## config.mk

```make
export PLATFORM = sky130hd
export DESIGN_NAME = keyed_timer_table_top
export DESIGN_NICKNAME = d
export VERILOG_FILES = /design/src/hw/rtl/ktt_pkg.sv /design/src/hw/rtl/keyed_timer_table_top.sv
export SDC_FILE = /design/constraint.sdc
export NUM_CORES = 2
export LEC_CHECK = 0
export BUFFER_PORTS_ARGS = -buffer_cell sky130_fd_sc_hd__buf_2
export CORE_MARGIN = 4
export CORE_UTILIZATION = 55
export DETAILED_ROUTE_END_ITERATION = 7
export GPL_ROUTABILITY_DRIVEN = 0
export MAX_ROUTING_LAYER = met4
export PLACE_DENSITY = 0.74
export SETUP_SLACK_MARGIN = 0.05
export SLEW_MARGIN = 30
export SYNTH_ARGS = -nofsm -noshare
export SYNTH_HDL_FRONTEND = slang
export SYNTH_SLANG_ARGS = --single-unit
```

## constraint.sdc

```tcl
create_clock -name clk -period 22.5 [get_ports clk]
set_input_delay 4.5 -clock clk [delete_from_list [all_inputs] [get_ports clk]]
set_output_delay 4.5 -clock clk [all_outputs]
set_load 0.005 [all_outputs]
```

## src/hw/rtl/ktt_pkg.sv

```systemverilog
// Package for the keyed timer table: sizes, request and result codes.
// Used by keyed_timer_table_top; depends on nothing else.
package ktt_pkg;
  localparam int unsigned ENTRIES = 16;
  localparam int unsigned IDX_W = $clog2(ENTRIES);
  localparam int unsigned CNT_W = $clog2(ENTRIES + 1);
  localparam int unsigned KEY_W = 16;
  localparam int unsigned IVL_W = 31;
  localparam int unsigned TIME_W = 48;
  localparam logic [TIME_W-1:0] TIME_MAX = {TIME_W{1'b1}};

  localparam logic [2:0] REQ_TICK = 3'd0;
  localparam logic [2:0] REQ_SET_TO = 3'd1;
  localparam logic [2:0] REQ_SET_IV = 3'd2;
  localparam logic [2:0] REQ_UPS_TO = 3'd3;
  localparam logic [2:0] REQ_UPS_IV = 3'd4;
  localparam logic [2:0] REQ_CLEAR = 3'd5;
  localparam logic [2:0] REQ_CLR_ALL = 3'd6;
  localparam logic [2:0] REQ_PAUSE = 3'd7;

  localparam logic [2:0] KIND_DONE = 3'd0;
  localparam logic [2:0] KIND_FIRED = 3'd1;
  localparam logic [2:0] KIND_ASSIGN = 3'd2;
  localparam logic [2:0] KIND_FULL = 3'd3;
  localparam logic [2:0] KIND_NOKEY = 3'd4;

  // Saturating due time: now plus a delay, clamped to the largest time.
  function automatic logic [TIME_W-1:0] due_after(input logic [TIME_W-1:0] now,
                                                  input logic [IVL_W-1:0] d);
    logic [TIME_W:0] t;
    t = {1'b0, now} + {{(TIME_W+1-IVL_W){1'b0}}, d};
    return t[TIME_W] ? TIME_MAX : t[TIME_W-1:0];
  endfunction
endpackage

```

## src/hw/rtl/keyed_timer_table_top.sv

```systemverilog
// Keyed timer table top level: slot memory, scan sequencer and result register.
// Depends on ktt_pkg.
//
//  channel | direction | tdata (low bit first)              | tuser | tlast
//  in_     | slave     | req_type[2:0] key[18:3] intv[49:19] | -     | -
//  out_    | master    | kind[2:0] result_key[18:3]          | -     | last
//
// Each slot is visited by a read state and then a compare state (S_RD, S_CHK), so ticks
// and key lookups scan the occupied slots, a clear that hits also shifts the later slots
// down, and a set or clear-all needs no scan. Each result waits in the output
// register and the scan stalls until it is taken. No clearing pass follows reset; rst_n
// is synchronous and active low, and the input is not ready while a word is busy.
module keyed_timer_table_top (
  input  logic        clk,
  input  logic        rst_n,
  input  logic        in_tvalid,
  output logic        in_tready,
  input  logic [55:0] in_tdata,   // req_type, key, interval, zero pad
  output logic        out_tvalid,
  input  logic        out_tready,
  output logic [23:0] out_tdata,  // kind, result_key, zero pad
  output logic        out_tlast
);
  import ktt_pkg::*;

  localparam logic [2:0] S_IDLE = 3'd0;
  localparam logic [2:0] S_RD   = 3'd1;
  localparam logic [2:0] S_CHK  = 3'd2;
  localparam logic [2:0] S_SHR  = 3'd3;
  localparam logic [2:0] S_SHW  = 3'd4;
  localparam logic [2:0] S_FIN  = 3'd5;

  typedef struct packed {
    logic [KEY_W-1:0]  key;
    logic [TIME_W-1:0] due;
    logic [IVL_W-1:0]  period;
    logic              rep;
    logic              armed;
  } slot_t;

  slot_t mem [ENTRIES];
  slot_t rd_r;

  logic [2:0]        state_r, state_nxt;
  logic [2:0]        req_r, req_nxt;
  logic [KEY_W-1:0]  key_r, key_nxt;
  logic [IVL_W-1:0]  ivl_r, ivl_nxt;
  logic [TIME_W-1:0] now_r, now_nxt;
  logic [KEY_W-1:0]  auto_r, auto_nxt;
  logic [CNT_W-1:0]  cnt_r, cnt_nxt;
  logic [CNT_W-1:0]  pos_r, pos_nxt;
  logic              hit_r, hit_nxt;
  logic [IDX_W-1:0]  hidx_r, hidx_nxt;
  logic              ov_r, ov_nxt;
  logic [2:0]        okind_r, okind_nxt;
  logic [KEY_W-1:0]  okey_r, okey_nxt;
  logic              olast_r, olast_nxt;

  logic              we;
  logic [IDX_W-1:0]  waddr, raddr;
  slot_t             wdata;
  logic              re;
  logic              emit;
  logic [2:0]        e_kind;
  logic [KEY_W-1:0]  e_key;
  logic              e_last;
  logic              out_free;

  assign out_free   = !ov_r || out_tready;
  assign in_tready  = (state_r == S_IDLE) && out_free;
  assign out_tvalid = ov_r;
  assign out_tdata  = {5'd0, okey_r, okind_r};
  assign out_tlast  = olast_r;

  always_ff @(posedge clk) begin
    if (we) begin
      mem[waddr] <= wdata;
    end
    if (re) begin
      rd_r <= mem[raddr];
    end
  end

  always_comb begin
    state_nxt = state_r;
    req_nxt = req_r; key_nxt = key_r; ivl_nxt = ivl_r;
    now_nxt = now_r; auto_nxt = auto_r; cnt_nxt = cnt_r;
    pos_nxt = pos_r; hit_nxt = hit_r; hidx_nxt = hidx_r;
    we = 1'b0; waddr = '0; wdata = rd_r;
    re = 1'b0; raddr = pos_r[IDX_W-1:0];
    emit = 1'b0; e_kind = KIND_DONE; e_key = '0; e_last = 1'b1;

    case (state_r)
      S_IDLE: begin
        if (in_tvalid && in_tready) begin
          req_nxt = in_tdata[2:0];
          key_nxt = in_tdata[18:3];
          ivl_nxt = in_tdata[49:19];
          hit_nxt = 1'b0;
          case (in_tdata[2:0])
            REQ_TICK: begin
              if (now_r != TIME_MAX) begin
                now_nxt = now_r + 1'b1;
              end
              pos_nxt = cnt_r;
              state_nxt = S_RD;
            end
            REQ_SET_TO, REQ_SET_IV: state_nxt = S_FIN;
            REQ_CLR_ALL: begin
              cnt_nxt = '0;
              emit = 1'b1;
            end
            REQ_CLEAR: begin
              pos_nxt = cnt_r;
              state_nxt = S_RD;
            end
            default: begin
              pos_nxt = '0;
              state_nxt = S_RD;
            end
          endcase
        end
      end
      S_RD: begin
        // Ticks and clears walk downwards, lookups for upsert and pause upwards.
        if ((req_r == REQ_TICK) || (req_r == REQ_CLEAR)) begin
          if (pos_r == '0) begin
            state_nxt = S_FIN;
          end else begin
            re = 1'b1;
            raddr = IDX_W'(pos_r - 1'b1);
            pos_nxt = pos_r - 1'b1;
            state_nxt = S_CHK;
          end
        end else begin
          if (pos_r >= cnt_r) begin
            state_nxt = S_FIN;
          end else begin
            re = 1'b1;
            raddr = pos_r[IDX_W-1:0];
            state_nxt = S_CHK;
          end
        end
      end
      S_CHK: begin
        if (req_r == REQ_TICK) begin
          if (rd_r.armed && (now_r >= rd_r.due)) begin
            if (out_free) begin
              emit = 1'b1; e_kind = KIND_FIRED; e_key = rd_r.key; e_last = 1'b0;
              we = 1'b1; waddr = pos_r[IDX_W-1:0];
              if (rd_r.rep) begin
                wdata.due = due_after(now_r, rd_r.period);
              end else begin
                wdata.armed = 1'b0;
              end
              state_nxt = S_RD;
            end
          end else begin
            state_nxt = S_RD;
          end
        end else if (rd_r.key == key_r) begin
          hit_nxt = 1'b1;
          hidx_nxt = pos_r[IDX_W-1:0];
          state_nxt = (req_r == REQ_CLEAR) ? S_SHR : S_FIN;
        end else begin
          if (req_r != REQ_CLEAR) begin
            pos_nxt = pos_r + 1'b1;
          end
          state_nxt = S_RD;
        end
      end
      S_SHR: begin
        // Shift later slots down by one: read the next slot here, write it one place lower in S_SHW.
        if (CNT_W'(pos_r + 1'b1) >= cnt_r) begin
          state_nxt = S_FIN;
        end else begin
          re = 1'b1;
          raddr = IDX_W'(pos_r + 1'b1);
          state_nxt = S_SHW;
        end
      end
      S_SHW: begin
        we = 1'b1; waddr = pos_r[IDX_W-1:0]; wdata = rd_r;
        pos_nxt = pos_r + 1'b1;
        state_nxt = S_SHR;
      end
      S_FIN: begin
        if (out_free) begin
          emit = 1'b1;
          state_nxt = S_IDLE;
          wdata.period = ivl_r;
          wdata.due = due_after(now_r, ivl_r);
          wdata.rep = (req_r == REQ_SET_IV) || (req_r == REQ_UPS_IV);
          wdata.armed = 1'b1;
          case (req_r)
            REQ_TICK: begin
              e_kind = KIND_DONE; e_key = '0;
            end
            REQ_SET_TO, REQ_SET_IV: begin
              e_key = auto_r;
              if (cnt_r >= CNT_W'(ENTRIES)) begin
                e_kind = KIND_FULL;
              end else begin
                e_kind = KIND_ASSIGN;
                we = 1'b1; waddr = cnt_r[IDX_W-1:0]; wdata.key = auto_r;
                cnt_nxt = cnt_r + 1'b1;
                auto_nxt = auto_r + 1'b1;
              end
            end
            REQ_UPS_TO, REQ_UPS_IV: begin
              e_key = key_r;
              wdata.key = key_r;
              if (hit_r) begin
                e_kind = KIND_ASSIGN;
                we = 1'b1; waddr = hidx_r;
              end else if (cnt_r >= CNT_W'(ENTRIES)) begin
                e_kind = KIND_FULL;
              end else begin
                e_kind = KIND_ASSIGN;
                we = 1'b1; waddr = cnt_r[IDX_W-1:0];
                cnt_nxt = cnt_r + 1'b1;
              end
            end
            REQ_CLEAR: begin
              e_key = key_r;
              e_kind = hit_r ? KIND_DONE : KIND_NOKEY;
              if (hit_r) begin
                cnt_nxt = cnt_r - 1'b1;
              end
            end
            default: begin
              e_key = key_r;
              e_kind = hit_r ? KIND_DONE : KIND_NOKEY;
              if (hit_r) begin
                we = 1'b1; waddr = hidx_r; wdata = rd_r; wdata.armed = 1'b0;
              end
            end
          endcase
        end
      end
      default: state_nxt = S_IDLE;
    endcase

    ov_nxt = ov_r && !out_tready;
    okind_nxt = okind_r; okey_nxt = okey_r; olast_nxt = olast_r;
    if (emit) begin
      ov_nxt = 1'b1; okind_nxt = e_kind; okey_nxt = e_key; olast_nxt = e_last;
    end
  end

  always_ff @(posedge clk) begin
    if (!rst_n) begin
      state_r <= S_IDLE;
      now_r   <= '0;
      auto_r  <= '0;
      cnt_r   <= '0;
      ov_r    <= 1'b0;
    end else begin
      state_r <= state_nxt;
      now_r   <= now_nxt;
      auto_r  <= auto_nxt;
      cnt_r   <= cnt_nxt;
      ov_r    <= ov_nxt;
    end
  end

  always_ff @(posedge clk) begin
    req_r <= req_nxt; key_r <= key_nxt; ivl_r <= ivl_nxt;
    pos_r <= pos_nxt; hit_r <= hit_nxt; hidx_r <= hidx_nxt;
    okind_r <= okind_nxt; okey_r <= okey_nxt; olast_r <= olast_nxt;
  end

`ifndef ASSERT_OFF
  a_cnt_range: assert property (@(posedge clk) disable iff (!rst_n)
    cnt_r <= CNT_W'(ENTRIES)) else $error("entry count above table size");
  a_hold: assert property (@(posedge clk) disable iff (!rst_n)
    ov_r && !out_tready |=> ov_r && $stable(okey_r) && $stable(okind_r))
    else $error("pending result changed");
  a_busy: assert property (@(posedge clk) disable iff (!rst_n)
    state_r != S_IDLE |-> !in_tready) else $error("ready while busy");
  a_now: assert property (@(posedge clk) disable iff (!rst_n)
    state_r != S_IDLE |=> $stable(now_r)) else $error("time moved mid-request");
`endif
endmodule

```

## Yosys cells after proc, flatten, opt, wreduce, memory -nomap -nowiden

Memories as Yosys holds them, arrays and structs flattened. A register that Yosys moved wholly into a read port is not among the register bits.
Cells that the tools add are included.

| cells by class | value |
|---|---|
| bitwise logic cells | 2 |
| order comparisons | 4 |
| add/sub/neg operators | 8 |
| equality and inequality tests | 32 |
| reductions and logical operators | 32 |
| muxes and demuxes | 101 |

Operators with widths:

| operator | number |
|---|---|
| $mux W48 | 6 |
| $mux W81 | 2 |
| $add A48 B31 Y49 | 2 |
| $mux W97 | 1 |
| $mux W16 | 6 |
| $pmux W48 S2 | 1 |
| $pmux W16 S2 | 2 |
| $mux W5 | 12 |
| $add A48 B1 Y48 const B | 1 |
| $ge A48 B48 Y1 | 1 |
| $ne A48 B48 Y1 const B | 1 |
| $pmux W16 S3 | 1 |
| $mux W4 | 10 |
| $mux W3 | 13 |
| $mux W32 | 1 |
| $mux W1 | 29 |
| $pmux W4 S3 | 2 |
| $pmux W5 S2 | 2 |
| $pmux W5 S4 | 1 |
| $eq A3 B3 Y1 const B | 6 |
| $ne A2 B2 Y1 const B | 9 |
| $pmux W3 S6 | 1 |
| $add A16 B1 Y16 const B | 1 |
| $eq A16 B16 Y1 | 1 |
| other kinds (32) | 67 |

| word-level totals | value |
|---|---|
| word-level logic and storage cells | 194 |
| flip-flop bits (word level) | 153 |
| memories kept | 1 |
| bits in writable memories | 1552 |
| bits of input ports | 60 |

Memory list:

| memory | depth | width | rd ports | clocked after Yosys merged registers in | write ports | RTL line | RTL |
|---|---|---|---|---|---|---|---|
| mem | 16 | 97 | 1 | 1 | 1 | keyed_timer_table_top.sv:41 | `slot_t mem [ENTRIES];` |

## Logic depth before layout (Yosys ltp)

| depth | value |
|---|---|
| depth after elaboration | 8 |
| mapped depth | 17 |

## Least setup slack after synthesis

Ideal clock, no wire load.

| timing | value |
|---|---|
| kind | input to register |
| start | input out_tready |
| end | memory mem[12][0] (netlist name) (enable) |
| path buffers | 0 |
| data required time | 21.935 ns |
| path slack | 11.839 ns |
| stages | 7 |
| arrival time | 10.097 ns |
| cells stage by stage | nand2b_1 -> nand2_1 -> nor3_2 -> nand2b_1 -> a21oi_1 -> or2_2 -> nor2b_1 |

| between the ends | value |
|---|---|
| longest elaborated chain between the ends | 7 |
| elaborated cells on any way between the ends | 13 |
| classes of those cells | mux: 12; reduce/logical: 1 |

Ends and longest elaborated chain:

| item | RTL line | RTL |
|---|---|---|
| start, declared | keyed_timer_table_top.sv:20 | `input logic out_tready,` |
| $logic_or A1 B1 Y1 * | keyed_timer_table_top.sv:69 | `assign out_free = !ov_r \|\| out_tready;` |
| $mux W1 | keyed_timer_table_top.sv:148 | `if (out_free) begin` |
| $mux W1 | keyed_timer_table_top.sv:147 | `if (rd_r.armed && (now_r >= rd_r.due)) begin` |
| $mux W1 | keyed_timer_table_top.sv:146 | `if (req_r == REQ_TICK) begin` |
| $pmux W1 S3 | keyed_timer_table_top.sv:93 | `case (state_r)` |
| $mux W1 | keyed_timer_table_top.sv:76 | `if (we) begin` |
| $mux W1 (not written as such) | keyed_timer_table_top.sv:77 | `mem[waddr] <= wdata;` |
| end, declared | keyed_timer_table_top.sv:41 |  |

Every way passes the cells marked *; elsewhere a longest branch is shown, timed or not.

## Final worst setup path

| timing | value |
|---|---|
| start | input out_tready |
| end | output in_tready |

| between the ends | value |
|---|---|
| longest elaborated chain between the ends | 2 |

Ends and longest elaborated chain:

| item | RTL line | RTL |
|---|---|---|
| $logic_or A1 B1 Y1 | keyed_timer_table_top.sv:69 |  |
| $logic_and A1 B1 Y1 | keyed_timer_table_top.sv:70 | `assign in_tready = (state_r == S_IDLE) && out_free;` |
| end, declared | keyed_timer_table_top.sv:17 | `output logic in_tready,` |

No other way between the ends.

==> reports/results.tsv <==
metric	value	unit
Worst Tran Pin Value	1.01	ns
GRT met2 Usage	0.386	
first-pass GRT wire length	271000	um
initial drt markers	4954	
number of synthesized flops with an enable pin	1729	
GR Util met3	0.0444	
status	complete, no violations	
asr flop ratio synth	0	
antenna violations before repair	3	
# clock sinks	1802	
RSZ-0062 raised after global routing	no	
vias in the first global route	41600	
Skew-Pair Late Insertion Delay	0.83	ns
Worst-path clk slew	0.06	ns
Final Power	11.0	mW
Post-CTS Setup Inserts	0	
arrival time at the worst endpoint	5.20	ns
CTS tree	built	
Die ar.	146000	um2
share of the synthesized area in the top cell type	0.675	
kind of end point of the critical path	output port	
Total GRT Usage	0.257	
chip height	382	um
antenna viol nets, final	0	
critical path class	in -> out	
H-tree depth	4	
drt via density	6.41	
maximum operating frequency	103	MHz
fin. max-slew vios	0	
largest cells by area after synthesis	edfxtp_1 (68%), mux4_2 (11%), mux2i_1 (3.9%)	
num rows	136	
Critical Path Source Type	input pin	
grt ovf	0	
# DRC	0	
busiest grt layer	met2	
Seq/Total Area, Yosys	0.694	
# Max-Cap Violations	0	
core area	138000	um2
Yosys warning count	0	
cell count after synthesis	4363	
min cycle time layout	9.70	ns
Tightest Hold Check Type	reg -> reg	
DR WL/cell	27.7	um
Slew headroom	0.324	
initial core utilization	0.556	
hold-fix buffer count after cts	0	
CP required	18.00	ns
Layout area overhead	11.1	%
Final Skew	0.0432	ns
P_leak	29.0	nW
Max Root-Sink Buffers	3	
FILL cells	9683	
layout cells sized above 1	0.193	
setup TNS	0	ns
largest net degree at the start of global routing	113	
drt pass-1 iters	6	
Main synth FF type	edfxtp_1	
worst vdd ir	121	uV
Cell Area, Synth	76900	um2
met1 Use GR	0.366	
CP max FO	7	
Port Buffers	75	
final setup fails	0	
Yosys cell types	89	
root buffer cell	clkbuf_16	
Boundary Pins	87	
post-DP HPWL	101000	um
syn_area_per_cell	17.6	um2
via count	41800	
Die W	382	um
Cell Pwr Density	129	nW/um2
total wire length	181000	um
cts bufs inserted	173	
Resized Gates After CTS	0	
Hold Vio Cnt, Final	0	
Yosys top cell by area	edfxtp_1	
final worst-path cycle share	0.431	
register bit total from synthesis	1802	
Final #Nets	4714	
where the power goes:
part / switching [mW] / total, mW / internal (mW)
clock: 1.25 / 2.82 / 1.56
combinational: 2.02 / 3.54 / 1.51
sequential: 0.171 / 4.62 / 4.45
total: 3.45 / 11.0 / 7.53
worst max-delay path: stages:
cell      delay [ns]
buf_2           0.10
nand2b_1        0.27
and2_1          0.21
buf_2           0.12
synth_stat cells, types with 38 or more instances:
| cell type | number |
|---|---|
| mux2i_1 | 299 |
| mux4_2 | 388 |
| and2_1 | 66 |
| edfxtp_1 | 1729 |
| o21ai_0 | 155 |
| inv_1 | 78 |
| clkbuf_1 | 105 |
| a21oi_1 | 125 |
| nand3_1 | 65 |
| buf_2 | 64 |
| xnor2_1 | 102 |
| buf_6 | 38 |
| nand2_1 | 265 |
| xor2_1 | 50 |
| ha_1 | 128 |
| dfxtp_1 | 73 |
| nor3_1 | 38 |
| nor2_1 | 116 |
final timing paths:
check / from / endpoint / slack [ns] / cells after the start
max: out_tready / in_tready / 12.80 / 4
max reg2reg: pos_r[0]$_DFFE_PP_ / rd_r[50]$_DFFE_PP_ / 14.94 / 17
min reg2reg: auto_r[12]$_SDFFE_PN0P_ / auto_r[12]$_SDFFE_PN0P_ / 0.54 / 2
min: auto_r[12]$_SDFFE_PN0P_ / auto_r[12]$_SDFFE_PN0P_ / 0.54 / 2
per-layer routing:
layer | vias up | share of wire
li1 | 17800 | -
met1 | 21500 | 0.41
met4 | 0 | 0.028
met3 | 328 | 0.095
met2 | 2211 | 0.47
met5 | - | 0
registers in the layout, summed over array words and instances, names as in the netlist, 3 cells and up:
name,flops
hidx_r,4
now_r,48
mem,1552
req_r,3
ivl_r,31
state_r,3
key_r,16
okey_r,16
rd_r,97
auto_r,16
cnt_r,5
okind_r,3
pos_r,5
placed cells by master, fill, tap and decap left out, drive strengths merged, types with 14 or more instances in the layout:
cell type / Yosys / layout
and4: 14 / 14
and3: 36 / 36
o221ai: 20 / 20
mux4: 388 / 388
ha: 128 / 128
inv: 80 / 86
a211oi: 18 / 18
dfxtp: 73 / 73
xnor2: 103 / 103
xor2: 50 / 50
o21ai: 164 / 164
clkbuf: 105 / 226
nand2b: 25 / 25
a22oi: 25 / 25
and2: 66 / 66
clkinv: 0 / 72
nor2b: 22 / 22
nand4: 35 / 35
nand3: 66 / 66
nor3: 41 / 41
buf: 113 / 197
a21oi: 126 / 126
mux2i: 299 / 299
nor2: 117 / 117
a21boi: 19 / 19
o21a: 20 / 20
o211ai: 27 / 27
or3: 20 / 20
a21o: 29 / 29
nand2: 266 / 266
edfxtp: 1729 / 1729
kinds of logic (layout without fill, tap and decap cells):
kind of cell	Yosys count	count (layout)	synth area share
other cells	1	7	0.0000488
flops	1802	1802	0.694
xor+xnor	153	153	0.0175
fa+ha+maj	131	131	0.0216
compound gates	554	554	0.0470
mux	689	689	0.153
buf+inv	298	596	0.0195
simple gates	735	735	0.0469
layout make-up:
cell class | instances | area [um2] | share of cell area
Clock buffer | 224 | 4570 | 0.0536
Sequential cell | 1802 | 53400 | 0.625
Inverter | 80 | 300 | 0.00352
Multi-Input combinational cell | 2267 | 22300 | 0.261
Tap cell | 1863 | 2330 | 0.0273
Antenna cell | 2 | 5.00 | 0.0000586
Clock inverter | 93 | 927 | 0.0109
Timing Repair Buffer | 199 | 1560 | 0.0182
metrics by stage:
step	instances	hold WS [ns]	setup WS [ns]	cell area (um2)	util
after floorplan	4367	0.452	11.84	76900	-
after global placement	6192	0.513	12.78	79400	0.575
after detailed placement	6203	0.521	12.79	79700	0.577
after CTS	6520	0.531	12.79	85200	0.617
after global routing	6529	0.587	12.75	85400	0.618
final	6530	0.537	12.80	85400	0.618
No activity file was read; power rests on OpenSTA's default activity.
